===== src/rtl/core/pai_pkg.sv =====
// pai_pkg: shared types and constants for the positional insert/delete list
// used by pai_cell and positional_array_insert_delete; no dependencies
package pai_pkg;

  localparam int DEPTH  = 32;
  localparam int DATA_W = 32;
  localparam int POS_W  = 6;
  localparam int REQ_W  = 2;
  localparam int ST_W   = 2;
  localparam int OCNT_W = 6;
  localparam int CNT_W  = $clog2(DEPTH + 1);
  localparam int IDX_W  = $clog2(DEPTH);
  localparam int CMP_W  = (CNT_W > POS_W) ? CNT_W : POS_W;

  typedef enum logic [REQ_W-1:0] {
    REQ_INSERT = 2'd0,
    REQ_DELETE = 2'd1,
    REQ_READ   = 2'd2
  } req_e;

  typedef enum logic [ST_W-1:0] {
    ST_OK    = 2'd0,
    ST_FULL  = 2'd1,
    ST_RANGE = 2'd2
  } status_e;

  typedef struct packed {
    logic load;
    logic shift_up;
    logic shift_down;
  } cell_ctl_t;

endpackage


===== src/rtl/core/positional_array_insert_delete.sv =====
// positional_array_insert_delete: top level of the positional insert/delete list
// a row of pai_cell instances plus count, request decode and result register
// depends on pai_pkg and pai_cell
//
// usage:
//   input channel: in_valid_i / in_stall_o with req_type_i, position_i, value_i
//   (insert, delete or read at a position); output channel: out_valid_o /
//   out_stall_i with status_o, count_o, data_o
//   a transaction moves at a clock edge where valid is high and stall is low
//   every request gives exactly one result, registered in the cycle after the
//   request transaction; one request per cycle is sustained while the receiver
//   does not stall, as every cell of the row shifts, loads or holds in the same cycle
//   when the receiver stalls, the result register holds and in_stall_o is
//   raised, so no further request is taken until the result moves
//   reset clears the entry count and the result valid; cell contents stay
//   undefined, but only entries below the count are ever read
module positional_array_insert_delete
  import pai_pkg::*;
(
  input  logic              clk_i,
  input  logic              rst_ni,
  input  logic              in_valid_i,
  output logic              in_stall_o,
  input  logic [REQ_W-1:0]  req_type_i,
  input  logic [POS_W-1:0]  position_i,
  input  logic [DATA_W-1:0] value_i,
  output logic              out_valid_o,
  input  logic              out_stall_i,
  output logic [ST_W-1:0]   status_o,
  output logic [OCNT_W-1:0] count_o,
  output logic [DATA_W-1:0] data_o
);

  logic [CNT_W-1:0]  count_q, count_d;
  logic              out_valid_q, out_valid_d;
  logic [ST_W-1:0]   status_q;
  logic [OCNT_W-1:0] ocount_q;
  logic [DATA_W-1:0] data_q;

  logic              in_accept;
  logic              ins_ok, del_ok;
  status_e           status_c;
  logic [DATA_W-1:0] data_c;
  logic [CMP_W-1:0]  pos_c, cnt_c;
  logic [IDX_W-1:0]  rd_idx;
  logic [DATA_W-1:0] rd_data;
  logic [DATA_W-1:0] cell_data [DEPTH];

  assign in_stall_o = out_valid_q && out_stall_i;
  assign in_accept  = in_valid_i && !in_stall_o;

  assign pos_c   = CMP_W'(position_i);
  assign cnt_c   = CMP_W'(count_q);
  assign rd_idx  = IDX_W'(position_i);
  assign rd_data = cell_data[rd_idx];

  // request decode
  always_comb begin
    ins_ok   = 1'b0;
    del_ok   = 1'b0;
    status_c = ST_OK;
    data_c   = '0;
    unique case (req_e'(req_type_i))
      REQ_INSERT: begin
        if (count_q == CNT_W'(DEPTH)) begin
          status_c = ST_FULL;
        end else if (pos_c > cnt_c) begin
          status_c = ST_RANGE;
        end else begin
          ins_ok = 1'b1;
        end
      end
      REQ_DELETE: begin
        if (pos_c >= cnt_c) begin
          status_c = ST_RANGE;
        end else begin
          del_ok = 1'b1;
          data_c = rd_data;
        end
      end
      REQ_READ: begin
        if (pos_c >= cnt_c) begin
          status_c = ST_RANGE;
        end else begin
          data_c = rd_data;
        end
      end
      default: begin
        status_c = ST_OK;
      end
    endcase
  end

  // row of cells
  for (genvar i = 0; i < DEPTH; i++) begin : g_cell
    cell_ctl_t         ctl;
    logic [DATA_W-1:0] left_data;
    logic [DATA_W-1:0] right_data;

    assign ctl.load       = in_accept && ins_ok && (pos_c == CMP_W'(i));
    assign ctl.shift_up   = in_accept && ins_ok && (pos_c < CMP_W'(i));
    assign ctl.shift_down = in_accept && del_ok && (pos_c <= CMP_W'(i));

    if (i == 0) begin : g_first
      assign left_data = value_i;
    end else begin : g_left
      assign left_data = cell_data[i-1];
    end

    if (i == DEPTH - 1) begin : g_last
      assign right_data = value_i;
    end else begin : g_right
      assign right_data = cell_data[i+1];
    end

    pai_cell u_cell (
      .clk_i        (clk_i),
      .ctl_i        (ctl),
      .ins_data_i   (value_i),
      .left_data_i  (left_data),
      .right_data_i (right_data),
      .data_o       (cell_data[i])
    );
  end

  always_comb begin
    count_d = count_q;
    if (in_accept && ins_ok) begin
      count_d = count_q + CNT_W'(1);
    end else if (in_accept && del_ok) begin
      count_d = count_q - CNT_W'(1);
    end
  end

  always_comb begin
    out_valid_d = out_valid_q;
    if (in_accept) begin
      out_valid_d = 1'b1;
    end else if (!out_stall_i) begin
      out_valid_d = 1'b0;
    end
  end

  always_ff @(posedge clk_i or negedge rst_ni) begin
    if (!rst_ni) begin
      count_q     <= '0;
      out_valid_q <= 1'b0;
    end else begin
      count_q     <= count_d;
      out_valid_q <= out_valid_d;
    end
  end

  // result payload
  always_ff @(posedge clk_i) begin
    if (in_accept) begin
      status_q <= status_c;
      ocount_q <= OCNT_W'(count_d);
      data_q   <= data_c;
    end
  end

  assign out_valid_o = out_valid_q;
  assign status_o    = status_q;
  assign count_o     = ocount_q;
  assign data_o      = data_q;

endmodule


===== src/rtl/core/pai_cell.sv =====
// pai_cell: one storage cell of the list, holds one entry
// loads a new value, takes its left or right neighbor, or holds; uses pai_pkg
module pai_cell
  import pai_pkg::*;
(
  input  logic              clk_i,
  input  cell_ctl_t         ctl_i,
  input  logic [DATA_W-1:0] ins_data_i,
  input  logic [DATA_W-1:0] left_data_i,
  input  logic [DATA_W-1:0] right_data_i,
  output logic [DATA_W-1:0] data_o
);

  logic [DATA_W-1:0] data_q;
  logic [DATA_W-1:0] data_d;

  always_comb begin
    priority if (ctl_i.load) begin
      data_d = ins_data_i;
    end else if (ctl_i.shift_up) begin
      data_d = left_data_i;
    end else if (ctl_i.shift_down) begin
      data_d = right_data_i;
    end else begin
      data_d = data_q;
    end
  end

  always_ff @(posedge clk_i) begin
    data_q <= data_d;
  end

  assign data_o = data_q;

endmodule

===== config.mk =====
export PLATFORM = sky130hd
export DESIGN_NAME = positional_array_insert_delete
export DESIGN_NICKNAME = d
export VERILOG_FILES = /design/src/rtl/core/pai_pkg.sv /design/src/rtl/core/positional_array_insert_delete.sv /design/src/rtl/core/pai_cell.sv
export SDC_FILE = /design/constraint.sdc
export NUM_CORES = 2
export LEC_CHECK = 0
export BUFFER_PORTS_ARGS = -buffer_cell sky130_fd_sc_hd__buf_2
export CORE_ASPECT_RATIO = 1.25
export CORE_MARGIN = 2
export CORE_UTILIZATION = 70
export CTS_BUF_LIST = sky130_fd_sc_hd__clkbuf_4 sky130_fd_sc_hd__clkbuf_8
export DETAILED_ROUTE_END_ITERATION = 12
export PLACE_DENSITY_LB_ADDON = 0.3
export SYNTH_ARGS = -nofsm -noshare
export SYNTH_HDL_FRONTEND = slang
export SYNTH_HIERARCHICAL = 1
export SYNTH_SLANG_ARGS = --single-unit

===== constraint.sdc =====
create_clock -name clk_i -period 11.1 [get_ports clk_i]
set_input_delay 1.665 -clock clk_i [delete_from_list [all_inputs] [get_ports clk_i]]
set_output_delay 1.665 -clock clk_i [all_outputs]
set_load 0.1 [all_outputs]

==> reports/qor.yml <==
yosys_warnings: 6
finalSetupViolCount: 0
ys_types: 51
fill_cells: 5947
grt_usage_pct: 34.87
synth_edf_count: 1064
max_freq_mhz: 165.0
gp_congestion: 0.8986
maxCapViolCount: 0
place_ws_ns: 4.241
worstPathArrival_ns: 6.54
hold_ws_ns: 0.6113
cts_resized: 0
hpwl_mm: 114.2
grt_pass1_wl_mm: 255.0
fin_worst_skew_ns: 0.03139
syn-cell-area_mm2: 0.06445
r2r_slack_ns: 5.87
wl_per_cell_um: 25.14
clk_latency_ns: 0.88
start_kind: "input port"
io_pins: 86
crit_required_ns: 11.58
drc: 0
rsz0062_at_grt: "false"
fin_crit_ns: 6.062
setup_slack_ns: 5.038
async_reset_ff_share_pct: 0.6536
switchingPower_w: 0.002522
p_leak_nw: 19.29
crit_fanout: 65
cts_buffer_depth: 3
ctsHoldBuffers: 0
cts_tree: "built"
tns_ns: 0
first_pass_iters: 8
r2r_start: "out_valid_o"
post-route-period-util_pct: 54.61
hold_viol: 0
antenna_found_initial: 5
fp.dieW_um: 275.4
worstHoldStart: "cnt_c[5]"
clock-sinks: 1071
r2r.worst_path.cells: 9
p_sw_share_pct: 27.19
root_buffer: "clkbuf_8"
final_nets: 5280
h-tree-depth: 4
drt-initial-drc-count: 6011
grt_max_degree: 99
hp-class: "reg -> reg"
area_delta_synth_final_pct: 3.854
pwr-share-seq_pct: 51.8
grt_pass1_vias: 44190
cts-buffers-inserted: 171
tightest_slew_ns: 1.136
coreArea_mm2: 0.09138
startpoint: "position_i[5]"
core.rowCount: 124
final_util_pct: 73.25
final_common_cell: "mux2i_1"
relSlewSlack_pct: 24.28
dieArea_mm2: 0.09453
ant_nets: 0
drive_gt1_share_pct: 15.89
post_cts_buffers: 0
max-vdd-ir-drop_v: 0.0001275
synthFlopType: "edfxtp_1"
ys_seq_area_share_pct: 49.85
io_buffers: 85
vias_per_cell: 6.899
start_util_pct: 70.53
clkPwrFrac_pct: 35.6
critPathKind: "in -> reg"
syn_inst: 5330
end_kind: "flop"
r2r-end: "g_cell[26].u_cell/data_o[23]"
clkTransAtPathRegs_ns: 0.06
wl_mm: 164.7
report.final.slew_viol_count: 0
pwr-share-comb_pct: 12.7
fp.dieH_um: 343.3
hold_depth: 2
whs_endpoint: "cnt_c[5]"
final_cell_mix: "mux2i_1 (1073), edfxtp_1 (1064), nand2_1 (1049)"
syn_nets: 5385
synth_area_per_cell_um2: 12.09
cellPowerDensity_mw_per_mm2: 138.5
grt_overflow_total: 0
ys_ff_latch: 1071
vias: 45210
status: "finished, final reports clean"
p_int_w: 0.006752
-- synthesized netlist by cell type (2+ instances only) --
cell type  number  area (um^2)
nand2b_1       11        68.82
nor2b_1         7        43.79
clkbuf_1       64        240.2
ha_1           11        137.6
buf_6          38        427.9
mux4_2        276         6216
o22ai_1        18        112.6
o21ai_1       963         4820
inv_1          15        56.30
a21oi_1        22        110.1
nor3_1         46        230.2
or2_1           3        18.77
and3_1          3        18.77
o21ai_0        72        360.4
nand3_1         4        20.02
dfrtp_1         7        175.2
a22o_1         21        183.9
or4_1           3        22.52
or3_1          37        231.5
inv_2           2        7.510
buf_1           7        26.28
buf_2         254         1271
buf_4           3        22.52
edfxtp_1     1064        31950
xnor2_1         5        43.79
and2_1          5        31.28
a21o_1          4        30.03
o21a_1          2        15.01
nor2_1         71        266.5
buf_12         96         1922
mux2i_1      1073        10740
or2_2           3        18.77
a211oi_1       19        142.6
nand2_1      1049         3938
mux2_2         36        405.4
-- critical path, cell delays in order --
cell and delay [ns]:
buf_2 0.53, ha_1 0.38, a21oi_1 0.17, o21a_1 0.21, nor2_1 0.06, or3_2 0.63
buf_4 0.39, or4_1 0.71, nor2_4 0.18, buf_4 0.59, or3_2 0.94
-- logic make-up (layout without fill, tap and decap cells) --
| family | count (synthesis) | count (layout) | synth area share [%] |
|---|---|---|---|
| fa+ha+maj | 11 | 11 | 0.2135 |
| xor+xnor | 5 | 5 | 0.06794 |
| simple gates | 1250 | 1250 | 7.709 |
| buf+inv | 479 | 504 | 6.166 |
| mux | 1386 | 1386 | 26.96 |
| other cells | 1 | 2 | 0.005818 |
| flops | 1071 | 1071 | 49.85 |
| compound gates | 1127 | 1127 | 9.037 |
-- registers in the layout (all words and copies together), names as in the netlist --
signal / flops
cnt_c: 6
status_o: 2
count_o: 6
data_o: 32
g_cell.u_cell/data_o: 1024
out_valid_o: 1
-- power groups by stage --
stage          registers [W]  clock network, W  logic (W)
2_1_floorplan        0.00499                 0   0.000688
3_5_place_dp         0.00488                 0    0.00115
5_1_grt              0.00481           0.00349    0.00123
4_1_cts              0.00479           0.00333    0.00115
3_3_place_gp         0.00487                 0    0.00111
6_report             0.00480           0.00330    0.00118
-- worst max path at each step --
stage,end,slack (ns),cells past startpoint
after floorplan,g_cell[21].u_cell/data_o[0],4.73,8
after global placement,g_cell[4].u_cell/data_o[23],4.33,10
after detailed placement,g_cell[4].u_cell/data_o[23],4.24,10
after CTS,g_cell[4].u_cell/data_o[21],5.15,10
after global routing,g_cell[4].u_cell/data_o[21],4.88,10
final,g_cell[26].u_cell/data_o[23],5.04,11
-- layout make-up --
cell class                      instances  area (um^2)  area share, %
Sequential cell                      1071        32130          48.00
Antenna cell                            1        2.502       0.003739
Clock buffer                          243         2925          4.370
Tap cell                             1197         1498          2.238
Inverter                               17        63.81        0.09533
Timing Repair Buffer                  184         1211          1.809
Multi-Input combinational cell       3780        28800          43.03
Clock inverter                         60        305.3         0.4561
-- metrics by stage --
stage	cells	instance area, um^2	power (W)
finish	6553	66930	0.009274
global route	6553	66930	0.009531
CTS	6552	66930	0.009279
detailed placement	6249	63700	0.006026
global placement	6249	63700	0.005981
floorplan	5330	64450	0.005674
-- per-layer routing --
layer	part of all wire, %	track usage, %	up-vias	wire length, um
met1	38	47.62	22080	62240
met5	0.016	0	-	27
met4	3.2	12.78	4	5334
li1	-	-	19840	-
met3	11	6.045	409	17310
met2	48	56.66	2877	79810
No activity file was read; power rests on OpenSTA's default activity.
